==> src/design/tfcm_pkg.sv <==
// Shared constants and types for the thermal false colour map unit.
`default_nettype none

package tfcm_pkg;

    localparam int TEMP_W     = 16;
    localparam int DIFF_W     = TEMP_W + 1;
    localparam int NUM_W      = 24;
    localparam int IDX_W      = 8;
    localparam int COL_W      = 8;
    localparam int RGB_W      = 16;
    localparam int CFG_IDX_W  = 2;

    localparam int NORM_SCALE = 180;
    localparam int DIV_STEPS  = 2;
    localparam int DIV_STAGES = IDX_W / DIV_STEPS;

    localparam logic [IDX_W-1:0] IDX_MAX = IDX_W'(NORM_SCALE);

    localparam logic [CFG_IDX_W-1:0] CFG_FRAME_MIN = 2'd0;
    localparam logic [CFG_IDX_W-1:0] CFG_FRAME_MAX = 2'd1;

    localparam logic [TEMP_W-1:0] FRAME_MIN_RST = 16'd0;
    localparam logic [TEMP_W-1:0] FRAME_MAX_RST = 16'd2560;

    localparam int LATENCY = 2 + 1 + DIV_STAGES + 2;

    typedef struct packed {
        logic [NUM_W-1:0]  num;
        logic [TEMP_W-1:0] den;
        logic [NUM_W-1:0]  den_lim;
        logic              zero;
    } t_norm;

endpackage

`default_nettype wire

==> src/design/thermal_false_colour_map_unit.sv <==
// Top level of the thermal false colour map unit: registers and pipeline.
`default_nettype none

// Maps one pixel temperature per clock to an ironbow palette colour. An item
// is taken whenever start is high; busy never rises. Each result appears on
// the o_ ports for one cycle with o_valid once its item has passed through:
// two offset and scale stages, a range compare, four stages of an
// 8-bit restoring divider at two quotient bits per stage, and two palette
// stages. Results cannot be held off by the receiver. Write frame_min_temp and
// frame_max_temp only while no item is in flight.
module thermal_false_colour_map_unit
    import tfcm_pkg::*;
(
    input  wire logic                 i_clk,
    input  wire logic                 i_rst_n,
    input  wire logic                 start,
    output logic                      busy,
    input  wire logic [TEMP_W-1:0]    i_pixel_temp,
    input  wire logic                 i_cfg_we,
    input  wire logic [CFG_IDX_W-1:0] i_cfg_index,
    input  wire logic [TEMP_W-1:0]    i_cfg_wdata,
    output logic                      o_valid,
    output logic [IDX_W-1:0]          o_palette_index,
    output logic [COL_W-1:0]          o_red,
    output logic [COL_W-1:0]          o_green,
    output logic [COL_W-1:0]          o_blue,
    output logic [RGB_W-1:0]          o_pixel_rgb565
);

    logic [TEMP_W-1:0] r_frame_min_temp;
    logic [TEMP_W-1:0] r_frame_max_temp;
    logic              norm_valid;
    t_norm             norm_data;
    logic              div_valid;
    logic [IDX_W-1:0]  div_index;

    always_ff @(posedge i_clk) begin
        if (!i_rst_n) begin
            r_frame_min_temp <= FRAME_MIN_RST;
            r_frame_max_temp <= FRAME_MAX_RST;
        end else if (i_cfg_we) begin
            case (i_cfg_index)
                CFG_FRAME_MIN: r_frame_min_temp <= i_cfg_wdata;
                CFG_FRAME_MAX: r_frame_max_temp <= i_cfg_wdata;
                default:       r_frame_min_temp <= r_frame_min_temp;
            endcase
        end
    end

    assign busy = 1'b0;

    tfcm_norm u_norm (
        .i_clk   (i_clk),
        .i_rst_n (i_rst_n),
        .i_valid (start & ~busy),
        .i_temp  (i_pixel_temp),
        .i_min   (r_frame_min_temp),
        .i_max   (r_frame_max_temp),
        .o_valid (norm_valid),
        .o_norm  (norm_data)
    );

    tfcm_div u_div (
        .i_clk   (i_clk),
        .i_rst_n (i_rst_n),
        .i_valid (norm_valid),
        .i_norm  (norm_data),
        .o_valid (div_valid),
        .o_index (div_index)
    );

    tfcm_palette u_palette (
        .i_clk    (i_clk),
        .i_rst_n  (i_rst_n),
        .i_valid  (div_valid),
        .i_index  (div_index),
        .o_valid  (o_valid),
        .o_index  (o_palette_index),
        .o_red    (o_red),
        .o_green  (o_green),
        .o_blue   (o_blue),
        .o_rgb565 (o_pixel_rgb565)
    );

`ifndef ASSERT_OFF
    a_latency: assert property (@(posedge i_clk) disable iff (!i_rst_n)
        (start && !busy) |-> ##LATENCY o_valid)
        else $error("item lost in pipeline");

    a_no_spurious: assert property (@(posedge i_clk) disable iff (!i_rst_n)
        o_valid |-> $past(start, LATENCY))
        else $error("result without item");

    a_index_range: assert property (@(posedge i_clk) disable iff (!i_rst_n)
        o_valid |-> (o_palette_index <= IDX_MAX))
        else $error("palette index above top");

    a_bottom_colour: assert property (@(posedge i_clk) disable iff (!i_rst_n)
        (o_valid && (o_palette_index == '0)) |->
            ((o_red == '0) && (o_green == '0) && (o_blue == 8'd20)))
        else $error("bottom colour mismatch");
`endif

endmodule

`default_nettype wire

==> src/design/tfcm_norm.sv <==
// Offset and scale stages: temperature difference, range and scaled numerator.
`default_nettype none

module tfcm_norm
    import tfcm_pkg::*;
(
    input  wire logic              i_clk,
    input  wire logic              i_rst_n,
    input  wire logic              i_valid,
    input  wire logic [TEMP_W-1:0] i_temp,
    input  wire logic [TEMP_W-1:0] i_min,
    input  wire logic [TEMP_W-1:0] i_max,
    output logic                   o_valid,
    output t_norm                  o_norm
);

    logic              r_v0;
    logic [DIFF_W-1:0] r_dt;
    logic [DIFF_W-1:0] r_den;
    logic [DIFF_W-1:0] n_dt;
    logic [DIFF_W-1:0] n_den;
    t_norm             r_norm;
    t_norm             n_norm;
    logic              r_v1;

    always_comb begin
        n_dt  = {i_temp[TEMP_W-1], i_temp} - {i_min[TEMP_W-1], i_min};
        n_den = {i_max[TEMP_W-1], i_max} - {i_min[TEMP_W-1], i_min};
    end

    always_comb begin
        n_norm.num     = NUM_W'(r_dt[TEMP_W-1:0]) * NUM_W'(NORM_SCALE);
        n_norm.den     = r_den[TEMP_W-1:0];
        n_norm.den_lim = NUM_W'(r_den[TEMP_W-1:0]) * NUM_W'(NORM_SCALE + 1);
        n_norm.zero    = r_dt[DIFF_W-1] | r_den[DIFF_W-1] | (r_den == '0);
    end

    always_ff @(posedge i_clk) begin
        if (!i_rst_n) begin
            r_v0 <= 1'b0;
            r_v1 <= 1'b0;
        end else begin
            r_v0 <= i_valid;
            r_v1 <= r_v0;
        end
        r_dt   <= n_dt;
        r_den  <= n_den;
        r_norm <= n_norm;
    end

    assign o_valid = r_v1;
    assign o_norm  = r_norm;

endmodule

`default_nettype wire

==> src/design/tfcm_div.sv <==
// Pipelined restoring divider with clamp, giving the palette index.
`default_nettype none

module tfcm_div
    import tfcm_pkg::*;
(
    input  wire logic             i_clk,
    input  wire logic             i_rst_n,
    input  wire logic             i_valid,
    input  t_norm                 i_norm,
    output logic                  o_valid,
    output logic [IDX_W-1:0]      o_index
);

    logic [DIV_STAGES:0]       r_v;
    logic [DIV_STAGES:0]       r_zero;
    logic [DIV_STAGES:0]       r_over;
    logic [IDX_W-1:0]          r_q   [DIV_STAGES+1];
    logic [NUM_W-1:0]          r_rem [DIV_STAGES];
    logic [TEMP_W-1:0]         r_den [DIV_STAGES];
    logic [NUM_W-1:0]          n_rem [DIV_STAGES];
    logic [IDX_W-1:0]          n_q   [DIV_STAGES];

    always_comb begin
        logic [NUM_W-1:0] rem;
        logic [NUM_W-1:0] trial;
        logic [IDX_W-1:0] q;
        int               b;
        for (int s = 0; s < DIV_STAGES; s++) begin
            rem = r_rem[s];
            q   = r_q[s];
            for (int k = 0; k < DIV_STEPS; k++) begin
                b     = IDX_W - 1 - s * DIV_STEPS - k;
                trial = NUM_W'(r_den[s]) << b;
                if (rem >= trial) begin
                    rem  = rem - trial;
                    q[b] = 1'b1;
                end
            end
            n_rem[s] = rem;
            n_q[s]   = q;
        end
    end

    always_ff @(posedge i_clk) begin
        if (!i_rst_n) begin
            r_v <= '0;
        end else begin
            r_v <= {r_v[DIV_STAGES-1:0], i_valid};
        end
        r_rem[0]  <= i_norm.num;
        r_den[0]  <= i_norm.den;
        r_q[0]    <= '0;
        r_zero[0] <= i_norm.zero;
        r_over[0] <= i_norm.num >= i_norm.den_lim;
        for (int s = 0; s < DIV_STAGES; s++) begin
            r_q[s+1]    <= n_q[s];
            r_zero[s+1] <= r_zero[s];
            r_over[s+1] <= r_over[s];
        end
        for (int s = 0; s < DIV_STAGES - 1; s++) begin
            r_rem[s+1] <= n_rem[s];
            r_den[s+1] <= r_den[s];
        end
    end

    assign o_valid = r_v[DIV_STAGES];
    assign o_index = r_zero[DIV_STAGES] ? '0 :
                     r_over[DIV_STAGES] ? IDX_MAX : r_q[DIV_STAGES];

endmodule

`default_nettype wire

==> src/design/tfcm_palette.sv <==
// Palette stages: segment select, then per-channel colour and RGB565 packing.
`default_nettype none

module tfcm_palette
    import tfcm_pkg::*;
(
    input  wire logic             i_clk,
    input  wire logic             i_rst_n,
    input  wire logic             i_valid,
    input  wire logic [IDX_W-1:0] i_index,
    output logic                  o_valid,
    output logic [IDX_W-1:0]      o_index,
    output logic [COL_W-1:0]      o_red,
    output logic [COL_W-1:0]      o_green,
    output logic [COL_W-1:0]      o_blue,
    output logic [RGB_W-1:0]      o_rgb565
);

    typedef enum logic [2:0] {
        SEG_BLUE,
        SEG_PURPLE,
        SEG_MAGENTA,
        SEG_ORANGE,
        SEG_YELLOW,
        SEG_WHITE
    } t_seg;

    logic             r_v0;
    logic [IDX_W-1:0] r_j0;
    t_seg             r_seg;
    logic [4:0]       r_d;
    t_seg             n_seg;
    logic [IDX_W-1:0] n_base;

    logic             r_v1;
    logic [IDX_W-1:0] r_j1;
    logic [COL_W-1:0] r_r;
    logic [COL_W-1:0] r_g;
    logic [COL_W-1:0] r_b;
    logic [COL_W-1:0] n_r;
    logic [COL_W-1:0] n_g;
    logic [COL_W-1:0] n_b;

    always_comb begin
        if (i_index < 8'd30) begin
            n_seg  = SEG_BLUE;
            n_base = 8'd0;
        end else if (i_index < 8'd60) begin
            n_seg  = SEG_PURPLE;
            n_base = 8'd30;
        end else if (i_index < 8'd90) begin
            n_seg  = SEG_MAGENTA;
            n_base = 8'd60;
        end else if (i_index < 8'd120) begin
            n_seg  = SEG_ORANGE;
            n_base = 8'd90;
        end else if (i_index < 8'd150) begin
            n_seg  = SEG_YELLOW;
            n_base = 8'd120;
        end else begin
            n_seg  = SEG_WHITE;
            n_base = 8'd150;
        end
    end

    always_comb begin
        logic [15:0] d16;
        logic [15:0] b_mag;
        logic [15:0] b_org;
        logic [19:0] g_yel;
        logic [15:0] g_wht;
        d16   = 16'(r_d);
        b_mag = ((16'd240 - d16 * 16'd7) * 16'd171) >> 9;
        b_org = ((16'd30 - d16) * 16'd171) >> 9;
        g_yel = (20'(d16 * 16'd35) * 20'd683) >> 12;
        g_wht = ((d16 * 16'd2) * 16'd171) >> 9;
        n_r = '0;
        n_g = '0;
        n_b = '0;
        case (r_seg)
            SEG_BLUE: begin
                n_b = COL_W'(16'd20 + d16 * 16'd4);
            end
            SEG_PURPLE: begin
                n_r = COL_W'(d16 * 16'd4);
                n_b = COL_W'(16'd140 - d16 * 16'd2);
            end
            SEG_MAGENTA: begin
                n_r = COL_W'(16'd120 + ((d16 * 16'd9) >> 1));
                n_b = COL_W'(b_mag);
            end
            SEG_ORANGE: begin
                n_r = 8'd255;
                n_g = COL_W'(d16 * 16'd2);
                n_b = COL_W'(b_org);
            end
            SEG_YELLOW: begin
                n_r = 8'd255;
                n_g = COL_W'(20'd60 + g_yel);
            end
            SEG_WHITE: begin
                n_r = 8'd255;
                n_g = COL_W'(16'd235 + g_wht);
                n_b = COL_W'((d16 * 16'd17) >> 1);
            end
            default: begin
                n_r = '0;
            end
        endcase
    end

    always_ff @(posedge i_clk) begin
        if (!i_rst_n) begin
            r_v0 <= 1'b0;
            r_v1 <= 1'b0;
        end else begin
            r_v0 <= i_valid;
            r_v1 <= r_v0;
        end
        r_j0  <= i_index;
        r_seg <= n_seg;
        r_d   <= 5'(i_index - n_base);
        r_j1  <= r_j0;
        r_r   <= n_r;
        r_g   <= n_g;
        r_b   <= n_b;
    end

    assign o_valid  = r_v1;
    assign o_index  = r_j1;
    assign o_red    = r_r;
    assign o_green  = r_g;
    assign o_blue   = r_b;
    assign o_rgb565 = {r_r[7:3], r_g[7:2], r_b[7:3]};

endmodule

`default_nettype wire
==> config.mk <==
export PLATFORM = sky130hd
export DESIGN_NAME = thermal_false_colour_map_unit
export DESIGN_NICKNAME = d
export VERILOG_FILES = /design/src/design/tfcm_pkg.sv /design/src/design/thermal_false_colour_map_unit.sv /design/src/design/tfcm_norm.sv /design/src/design/tfcm_div.sv /design/src/design/tfcm_palette.sv
export SDC_FILE = /design/constraint.sdc
export NUM_CORES = 1
export LEC_CHECK = 0
export ABC_AREA = 1
export BUFFER_PORTS_ARGS = -buffer_cell sky130_fd_sc_hd__buf_2
export CAP_MARGIN = 5
export CORE_MARGIN = 1
export CORE_UTILIZATION = 51
export CTS_BUF_LIST = sky130_fd_sc_hd__clkbuf_16
export DETAILED_ROUTE_END_ITERATION = 8
export GPL_ROUTABILITY_DRIVEN = 1
export PLACE_DENSITY = 0.67
export RECOVER_POWER = 100
export SLEW_MARGIN = 0
export SYNTH_ARGS = -nofsm -noshare
export SYNTH_HDL_FRONTEND = slang
export SYNTH_SLANG_ARGS = --single-unit
==> constraint.sdc <==
create_clock -name i_clk -period 17.8 [get_ports i_clk]
set_input_delay 1.78 -clock i_clk [delete_from_list [all_inputs] [get_ports i_clk]]
set_output_delay 1.78 -clock i_clk [all_outputs]
set_load 0.1 [all_outputs]
After elaboration in Yosys (flattened, before gate mapping):

Memory sizes are Yosys's and may differ from the RTL's.
Index checks and enable logic that the tools add are counted.

* register bits: 196
* memory bits (writable): 200
* input bits: 38
* output and inout port bits: 50
* logic and storage cells: 113
* memories kept: 3

Memory list
* u_div.r_rem: words 4, bits a word 24, rd ports 4, clocked after Yosys merged registers in 0, wr ports 4, RTL line tfcm_div.sv:19 `logic [NUM_W-1:0] r_rem [DIV_STAGES];`
* u_div.r_den: words 4, bits a word 16, rd ports 4, clocked after Yosys merged registers in 0, wr ports 4, RTL line tfcm_div.sv:20 `logic [TEMP_W-1:0] r_den [DIV_STAGES];`
* u_div.r_q: words 5, bits a word 8, rd ports 5, clocked after Yosys merged registers in 0, wr ports 5, RTL line tfcm_div.sv:18 `logic [IDX_W-1:0] r_q [DIV_STAGES+1];`

* add/subtract/negate cells: 17
* multipliers: 10
* $lt $le $gt $ge: 14
* equal/unequal tests: 6
* muxes and demuxes: 29
* bitwise operators: 2
* reduce and logical (&&, ||, !) cells: 8

Operators with widths (count)
* 24-bit 2-to-1 mux: 7
* 8-bit one-hot mux with 3 select lines: 2
* 8-bit one-hot mux with 5 select lines: 1
* 16-bit by 16-bit subtractor with 17-bit output: 2
* 16-bit by 8-bit multiplier with 16-bit output, second input constant: 2
* 24-bit by 16-bit >= comparator with 1-bit output: 1
* 24-bit by 17-bit >= comparator with 1-bit output: 1
* 24-bit by 18-bit >= comparator with 1-bit output: 1
* 24-bit by 19-bit >= comparator with 1-bit output: 1
* 24-bit by 20-bit >= comparator with 1-bit output: 1
* 24-bit by 21-bit >= comparator with 1-bit output: 1
* 24-bit by 22-bit >= comparator with 1-bit output: 1
* 24-bit by 23-bit >= comparator with 1-bit output: 1
* 24-bit >= comparator: 1
* 16-bit by 8-bit multiplier with 24-bit output, second input constant: 1
* 24-bit by 17-bit subtractor with 24-bit output: 1
* 24-bit by 18-bit subtractor with 24-bit output: 1
* 24-bit by 19-bit subtractor with 24-bit output: 1
* 24-bit by 20-bit subtractor with 24-bit output: 1
* 24-bit by 21-bit subtractor with 24-bit output: 1
* 24-bit by 22-bit subtractor with 24-bit output: 1
* 24-bit by 23-bit subtractor with 24-bit output: 1
* 16-bit by 6-bit multiplier with 22-bit output, second input constant: 1
* 11-bit by 10-bit multiplier with 20-bit output, second input constant: 1
* other kinds (34): 53

Longest topological paths before layout:

Gate-level depths: netlist (run 1).
An unclocked memory read counts as a cell.

* depth in word-level cells: 10
* depth in mapped cells: 34

Hierarchy:

A second synthesis (run 1) with hierarchy kept.

* cells, all modules: 4413
* area total of the unflattened synthesis: 31994.4 um^2

By module, submodules not included
* tfcm_div: instances 1, cells each 1992, area each 13739.4 um^2, sequential area each 3903.7 um^2
* tfcm_norm: instances 1, cells each 1142, area each 8635.8 um^2, sequential area each 1941.9 um^2
* tfcm_palette: instances 1, cells each 1073, area each 8230.4 um^2, sequential area each 980.9 um^2
* thermal_false_colour_map_unit: instances 1, cells each 206, area each 1388.8 um^2, sequential area each 640.6 um^2

Worst setup path after synthesis (run 1):

Ideal clock, no wire load.

* kind: reg-to-reg
* start: register u_palette.r_d[3]
* end: register u_palette.r_g[6] (netlist: u_palette.o_green[6])
* arrival time: 6.795 ns
* data required time: 17.730 ns
* path slack: 10.934 ns
* cell stages (with the launch flop): 32
* buffers on the path: 0
* clock period less this slack: 6.866 ns
* cell sequence: dfxtp_1 -> clkinv_1 -> ha_1 -> ha_1 -> fa_1 -> ha_1 -> a31o_2 -> a21oi_1 -> nor2_1 -> xor2_1 -> inv_1 -> ha_1 -> ha_1 -> fa_1 -> inv_1 -> fa_1 -> fa_1 -> inv_1 -> ha_1 -> nand2_1 -> nor2_1 -> nor3b_1 -> nand2_1 -> nand2_1 -> nand2_1 -> nand2_1 -> ha_1 -> a21boi_0 -> nand2_1 -> nand2_1 -> nand2_1 -> o21bai_1

* cells in the longest elaborated chain, start to end: 4
* elaborated cells on any way between the ends: 6
* those cells by class: add/sub (2); mul (3); mux (1)

RTL lines
* start, declared: RTL line tfcm_palette.sv:31 `logic [4:0] r_d;`
* start signal, assigned: RTL line tfcm_palette.sv:122 `r_d <= 5'(i_index - n_base);`
* 5-bit by 6-bit multiplier with 11-bit output: RTL line tfcm_palette.sv:75 `g_yel = (20'(d16 * 16'd35) * 20'd683) >> 12;`
* 11-bit by 10-bit multiplier with 20-bit output: RTL line tfcm_palette.sv:75
* 6-bit by 8-bit adder with 8-bit output: RTL line tfcm_palette.sv:99 `n_g = COL_W'(20'd60 + g_yel);`
* 8-bit one-hot mux with 3 select lines *: RTL line tfcm_palette.sv:80 `case (r_seg)`
* end signal, assigned: RTL line tfcm_palette.sv:125 `r_g <= n_g;`
* end, declared: RTL line tfcm_palette.sv:38 `logic [COL_W-1:0] r_g;`

Mark *: on every way between the ends. The rest lies on a longest branch, timed or not.
A chain may end at the register's enable or synchronous reset.

Final worst setup path (run 1):

* start: register u_palette.r_d[3]
* end: register u_palette.r_g[4] (netlist: u_palette.o_green[4])

The elaborated chain is that of the path after synthesis.

==> out/results.ini, run 1 <==
[outcome]
status = finished, violations left
violations = capacitance limit, slew limit

[route]
wl_per_cell_um = 15.0
drc = 0
wl_um = 71900
viasPerCell = 5.13
vias = 24600
drt_pre_antenna_iters = 5
drt_iter0_drc = 1019
antenna_left = 0

[die]
core-area_mm2 = 0.0579
die_w_um = 244
die-height_um = 244
io_pins = 88
dieArea_mm2 = 0.0597
fp-row-count = 88
start_util_pct = 51.8

[placed_design]
portBuffers = 86
gp_congestion = 0.918
hpwl_um = 60700

[synth]
synth_ff_type = dfxtp_1
synth.avg_cell_area_um2 = 7.64
synth_warnings = 0
ys_types = 56
synth_seq_cells = 365
async_flop_share_pct = 0
syn-cell-area_mm2 = 0.0300
ys_seq_area_share_pct = 24.4
synth_cells = 3921
synth_edf_count = 0

[layout]
regArea_mm2 = 0.00731
drive_above_1_share_pct = 3.71
nFillCells = 5630
area_growth_pct = 8.06
antenna_cells = 0
multi_input_comb_area_mm2 = 0.0196
fin_nets = 4654

[sta]
max_freq_mhz = 126
fin_crit_ns = 7.92
slew_headroom_pct = -22.3
hold_viol_final = 0
setup_tns_ns = 0
rsz0062_at_grt = no
min_period_over_period_pct = 44.5
slew_violations = 36
setup_viol_count_final = 0
tightest_slew_ns = 1.83
skew_ns = 0.0230

[global_routing]
grt_first_pass_wirelength_um = 119000
antenna_found_initial = 0
grt_util_all_layers_pct = 24.4
grt_overflow = 0
grt_pass1_vias = 24300
grt_max_degree = 42

[clocking]
cts_max_level = 2
clk_pin_slew_ns = 0.06
cts_tree = built
clock_path_buffers = 3
postCtsResizedCells = 0
clock_latency_ns = 0.58
cts.sinks = 365
postCtsSetupBuffers = 0
holdBufCountCts = 0
cts_root_buf = clkbuf_16
numCtsBuffers = 39

[worst_hold_path]
hold_depth = 0
hold_path.class = reg -> reg

[worst_setup_path]
crit_path_start_kind = register
critPathMaxFanout = 14
crit_type = reg -> reg
cpPeakStageDelay_ns = 0.69
crit_required_ns = 18.22
reg2regPathDepth = 28
crit_slowest_cell = dfxtp_1
crit_path_end_kind = register
arrival_ns = 8.34
worst_path_most_repeated_cell = ha_1

[job]
drv_cap = 1

metrics by stage:
stage	std cells	worst slack, ns	instance area [um2]	util [%]	hold slack [ns]
global placement	4735	10.01	31100	53.7	0.310
global route	4807	9.31	32400	55.9	0.320
finish	4807	9.88	32400	55.9	0.318
floorplan	3931	10.93	30000	-	0.310
detailed placement	4735	9.91	31100	53.7	0.312
CTS	4807	9.89	32500	56.1	0.317
synth_stat cells, drive strengths merged, types with 8 or more instances:
master	instances	area (um2)
o21bai	21	161
o21ai	235	1180
a21oi	272	1370
nor3	27	135
inv	717	2690
xor2	122	1070
fa	140	2800
nand2	794	3030
or2	12	75.1
nor2	248	966
xnor2	76	666
ha	465	5820
buf	38	278
o211ai	11	82.6
nand3b	14	105
a221oi	10	87.6
nand3	179	978
a21boi	8	60.1
a31oi	12	75.1
a21o	20	150
nor4	18	113
clkbuf	12	45.0
o2111ai	10	87.6
nand4	44	275
dfxtp	365	7310
area by class of cell:
| class | count | share of cell area (%) |
|---|---|---|
| multi-input cells | 2796 | 60.6 |
| clock buffers | 39 | 3.01 |
| clock inverters | 33 | 1.37 |
| well taps | 765 | 2.96 |
| repair buffers | 89 | 1.19 |
| inverters | 720 | 8.35 |
| flip-flops and latches | 365 | 22.6 |
critical path: cells and delay by family, from the launching register on:
kind / cells / cell delay [ns]
fa+ha+maj: 11 / 4.13
compound gates: 5 / 0.97
buf+inv: 4 / 0.89
simple gates: 7 / 0.79
flops: 1 / 0.69
xor+xnor: 1 / 0.29
worst paths after layout:
kind | from | endpoint | slack [ns]
worst max register to register | u_palette.r_d[3] | u_palette.o_green[4] | 9.88
worst max-delay path | u_palette.r_d[3] | u_palette.o_green[4] | 9.88
worst min-delay path | u_div.r_q[0][15] | u_div.r_q[0][23] | 0.32
worst min register to register | u_div.r_q[0][15] | u_div.r_q[0][23] | 0.32
kinds of logic (layout without fill, tap and decap cells):
family / Yosys count / count (layout) / synth area share, %
and+or+nand+nor: 1346 / 1346 / 19.2
buffers and inverters: 770 / 881 / 10.1
AOI/OAI and AO/OA: 635 / 635 / 11.8
adders and majority gates: 605 / 605 / 28.8
DFF: 365 / 365 / 24.4
xor gates and xnor gates: 198 / 198 / 5.79
other: 2 / 12 / 0.0251
flip-flops by register name, summed over array words and instances (netlist names), 16 cells and up:
| name | flops |
|---|---|
| r_frame_max_temp | 16 |
| r_frame_min_temp | 16 |
| u_div.r_den | 64 |
| u_div.r_q | 20 |
| u_div.r_rem | 88 |
| u_norm.o_norm | 61 |
| u_norm.r_den | 17 |
| u_norm.r_dt | 17 |
layer usage:
metal	GRT usage, %	part of all wire (%)	vias to the layer above
li1	-	-	12800
met5	0	0	-
met4	7.32	2.9	0
met3	2.70	3.3	120
met1	30.4	45	11300
met2	43.8	49	378
cells in the final DEF (no fill, tap or decap), types with 44 or more instances in the layout:
cell type and n:
o21ai_0 223, clkbuf_1 51, xor2_1 122, inv_1 712
nand3_1 171, fa_1 140, nor2_1 243, nand4_1 44
ha_1 465, a21oi_1 271, xnor2_1 76, nand2_1 782
dfxtp_1 365
Power of run 1 is not shown: default switching activity piles up to over one toggle a cycle in this logic, so the estimate is an artifact.
==> inputs of run 2 (changes only) <==
- PLACE_DENSITY: 0.67 -> 0.7
- clock period: 17.8 -> 6.8 ns (I/O delays scaled with it)
==> run 2 against run 1 <==
- the flow now finishes without violations
- non-clock buffer count grew 14
- maximum frequency grew 22%
- final cell count grew 0.33%
==> out/results.ini, run 2 (synthesized netlist as in run 1, its figures left out) <==
[outcome]
status = finished clean  ; was finished, violations left

[clocking]
holdBufCountCts = 0  ; unchanged
numCtsBuffers = 41  ; was 39
postCtsResizedCells = 0  ; unchanged
clock_path_buffers = 3  ; unchanged
clock_latency_ns = 0.59  ; was 0.58 ns
cts_max_level = 2  ; unchanged
cts_tree = built  ; unchanged
clk_pin_slew_ns = 0.06  ; about the same
cts_root_buf = clkbuf_16  ; unchanged
cts.sinks = 365  ; unchanged
postCtsSetupBuffers = 0  ; unchanged

[layout]
multi_input_comb_area_mm2 = 0.0196  ; about the same
layout_common_cells = 780 x nand2_1, 712 x inv_1, 465 x ha_1  ; was 782 x nand2_1, 712 x inv_1, 465 x ha_1
fin_nets = 4670  ; was 4654
largest_reg_flops = 88  ; unchanged
nFillCells = 5589  ; was 5630
drive_above_1_share_pct = 4.31  ; was 3.71%
regArea_mm2 = 0.00731  ; unchanged
final_common_cell = nand2_1  ; unchanged
antenna_cells = 0  ; unchanged
area_growth_pct = 8.22  ; was 8.06%
regMostFlops = u_div.r_rem  ; unchanged

[global_routing]
globalRoute.busiestLayer = met2  ; unchanged
grt_util_all_layers_pct = 23.8  ; was 24.4%
use_met2_pct = 42.3  ; was 43.8%
grt_first_pass_wirelength_um = 116000  ; was 119000 um
antenna_found_initial = 1  ; was 0
grt_pass1_vias = 23800  ; was 24300
grt_use_met1_pct = 30.4  ; about the same
grt_overflow = 0  ; unchanged
use_met3_pct = 2.12  ; was 2.70%
grt_max_degree = 42  ; unchanged

[sta]
setup_viol_count_final = 0  ; unchanged
skew_ns = 0.0356  ; was 0.0230 ns
min_period_over_period_pct = 95.8  ; was 44.5%
holdWs_ns = 0.273  ; was 0.318 ns
hold_viol_final = 0  ; unchanged
fin_crit_ns = 6.51  ; was 7.92 ns
rsz0062_at_grt = yes  ; was no
tightest_slew_ns = 1.37  ; was 1.83 ns
max_freq_mhz = 154  ; was 126 MHz
slew_headroom_pct = 8.48  ; was -22.3%
slew_violations = 0  ; was 36

[placed_design]
gp_congestion = 0.932  ; was 0.918
hpwl_um = 60300  ; was 60700 um
portBuffers = 86  ; unchanged

[die]
io_pins = 88  ; unchanged
fp-row-count = 88  ; unchanged
core-area_mm2 = 0.0579  ; unchanged
dieArea_mm2 = 0.0597  ; unchanged
die_w_um = 244  ; unchanged
start_util_pct = 51.8  ; unchanged
die-height_um = 244  ; unchanged

[route]
drt_pre_antenna_iters = 7  ; was 5
viasPerCell = 5.13  ; about the same
drc = 0  ; unchanged
wl_per_cell_um = 14.8  ; was 15.0 um
wl_um = 71400  ; was 71900 um
vias = 24800  ; was 24600
drt_iter0_drc = 1434  ; was 1019
antenna_left = 0  ; unchanged

[worst_setup_path]
arrival_ns = 6.95  ; was 8.34 ns
cpPeakStageDelay_ns = 0.51  ; was 0.69 ns
crit_type = reg -> reg  ; unchanged
crit_slowest_cell = fa_1  ; was dfxtp_1
crit_path_start_kind = register  ; unchanged
crit_path_end_kind = register  ; unchanged
worst_path_most_repeated_cell = ha_1  ; unchanged
critPathMaxFanout = 4  ; was 14
crit_required_ns = 7.24  ; was 18.22 ns

[job]
drv_cap = 0  ; was 1

[worst_hold_path]
hold_path.class = in -> reg  ; was reg -> reg

==> run 2: cell types whose count changed in the layout (fill, tap and decap cells not counted), sizes merged <==
cell / change
buf: +14
bufinv: -7
clkinvlp: +5
clkinv: +4
clkbuf: +2
inv: -2
==> run 2: cell type report <==
cell class              count  share of cell area, %
clock buffers              41                   3.16
clock inverters            33                  0.953
inverters                 720                   8.35
multi-input cells        2796                   60.5
flip-flops and latches    365                   22.5
well taps                 765                   2.95
repair buffers            103                   1.52
==> run 2: metal layers <==
| metal | vias to the layer above | part of all wire (%) |
|---|---|---|
| met1 | 11300 | 45 |
| met4 | 0 | 2.7 |
| met3 | 110 | 3.3 |
| met2 | 479 | 48 |
| li1 | 12900 | - |
| met5 | - | 0 |
==> run 2: worst max-delay path, delay by kind of cell, from the launching register on <==
family          cells  cell delay [ns]
fa+ha+maj          11             3.92
compound gates      5             0.90
simple gates        7             0.74
flops               1             0.35
buf+inv             4             0.25
xor+xnor            1             0.21
==> run 2: final timing paths <==
kind                                       start                    to  slack, ns  cells after the start
worst max register to register  u_palette.r_d[3]  u_palette.o_green[4]       0.29                     28
worst min-delay path                       start           u_norm.r_v0       0.27                      3
worst max-delay path            u_palette.r_d[3]  u_palette.o_green[4]       0.29                     28
worst min register to register  u_div.r_q[0][27]      u_div.r_q[0][35]       0.32                      0
==> run 2: through the flow <==
stage                     worst slack, ns  utilization, %  area (um2)  cells  TNS (ns)
after global placement              0.296            53.9       31200   4749         0
final                               0.287            56.0       32400   4823         0
after detailed placement            0.233            53.9       31200   4749         0
after global routing              -0.0562            56.0       32400   4823    -0.107
after floorplan                     0.107               -       30000   3931         0
after CTS                           0.223            56.2       32500   4823         0
Power of run 2 is left out for the same reason.
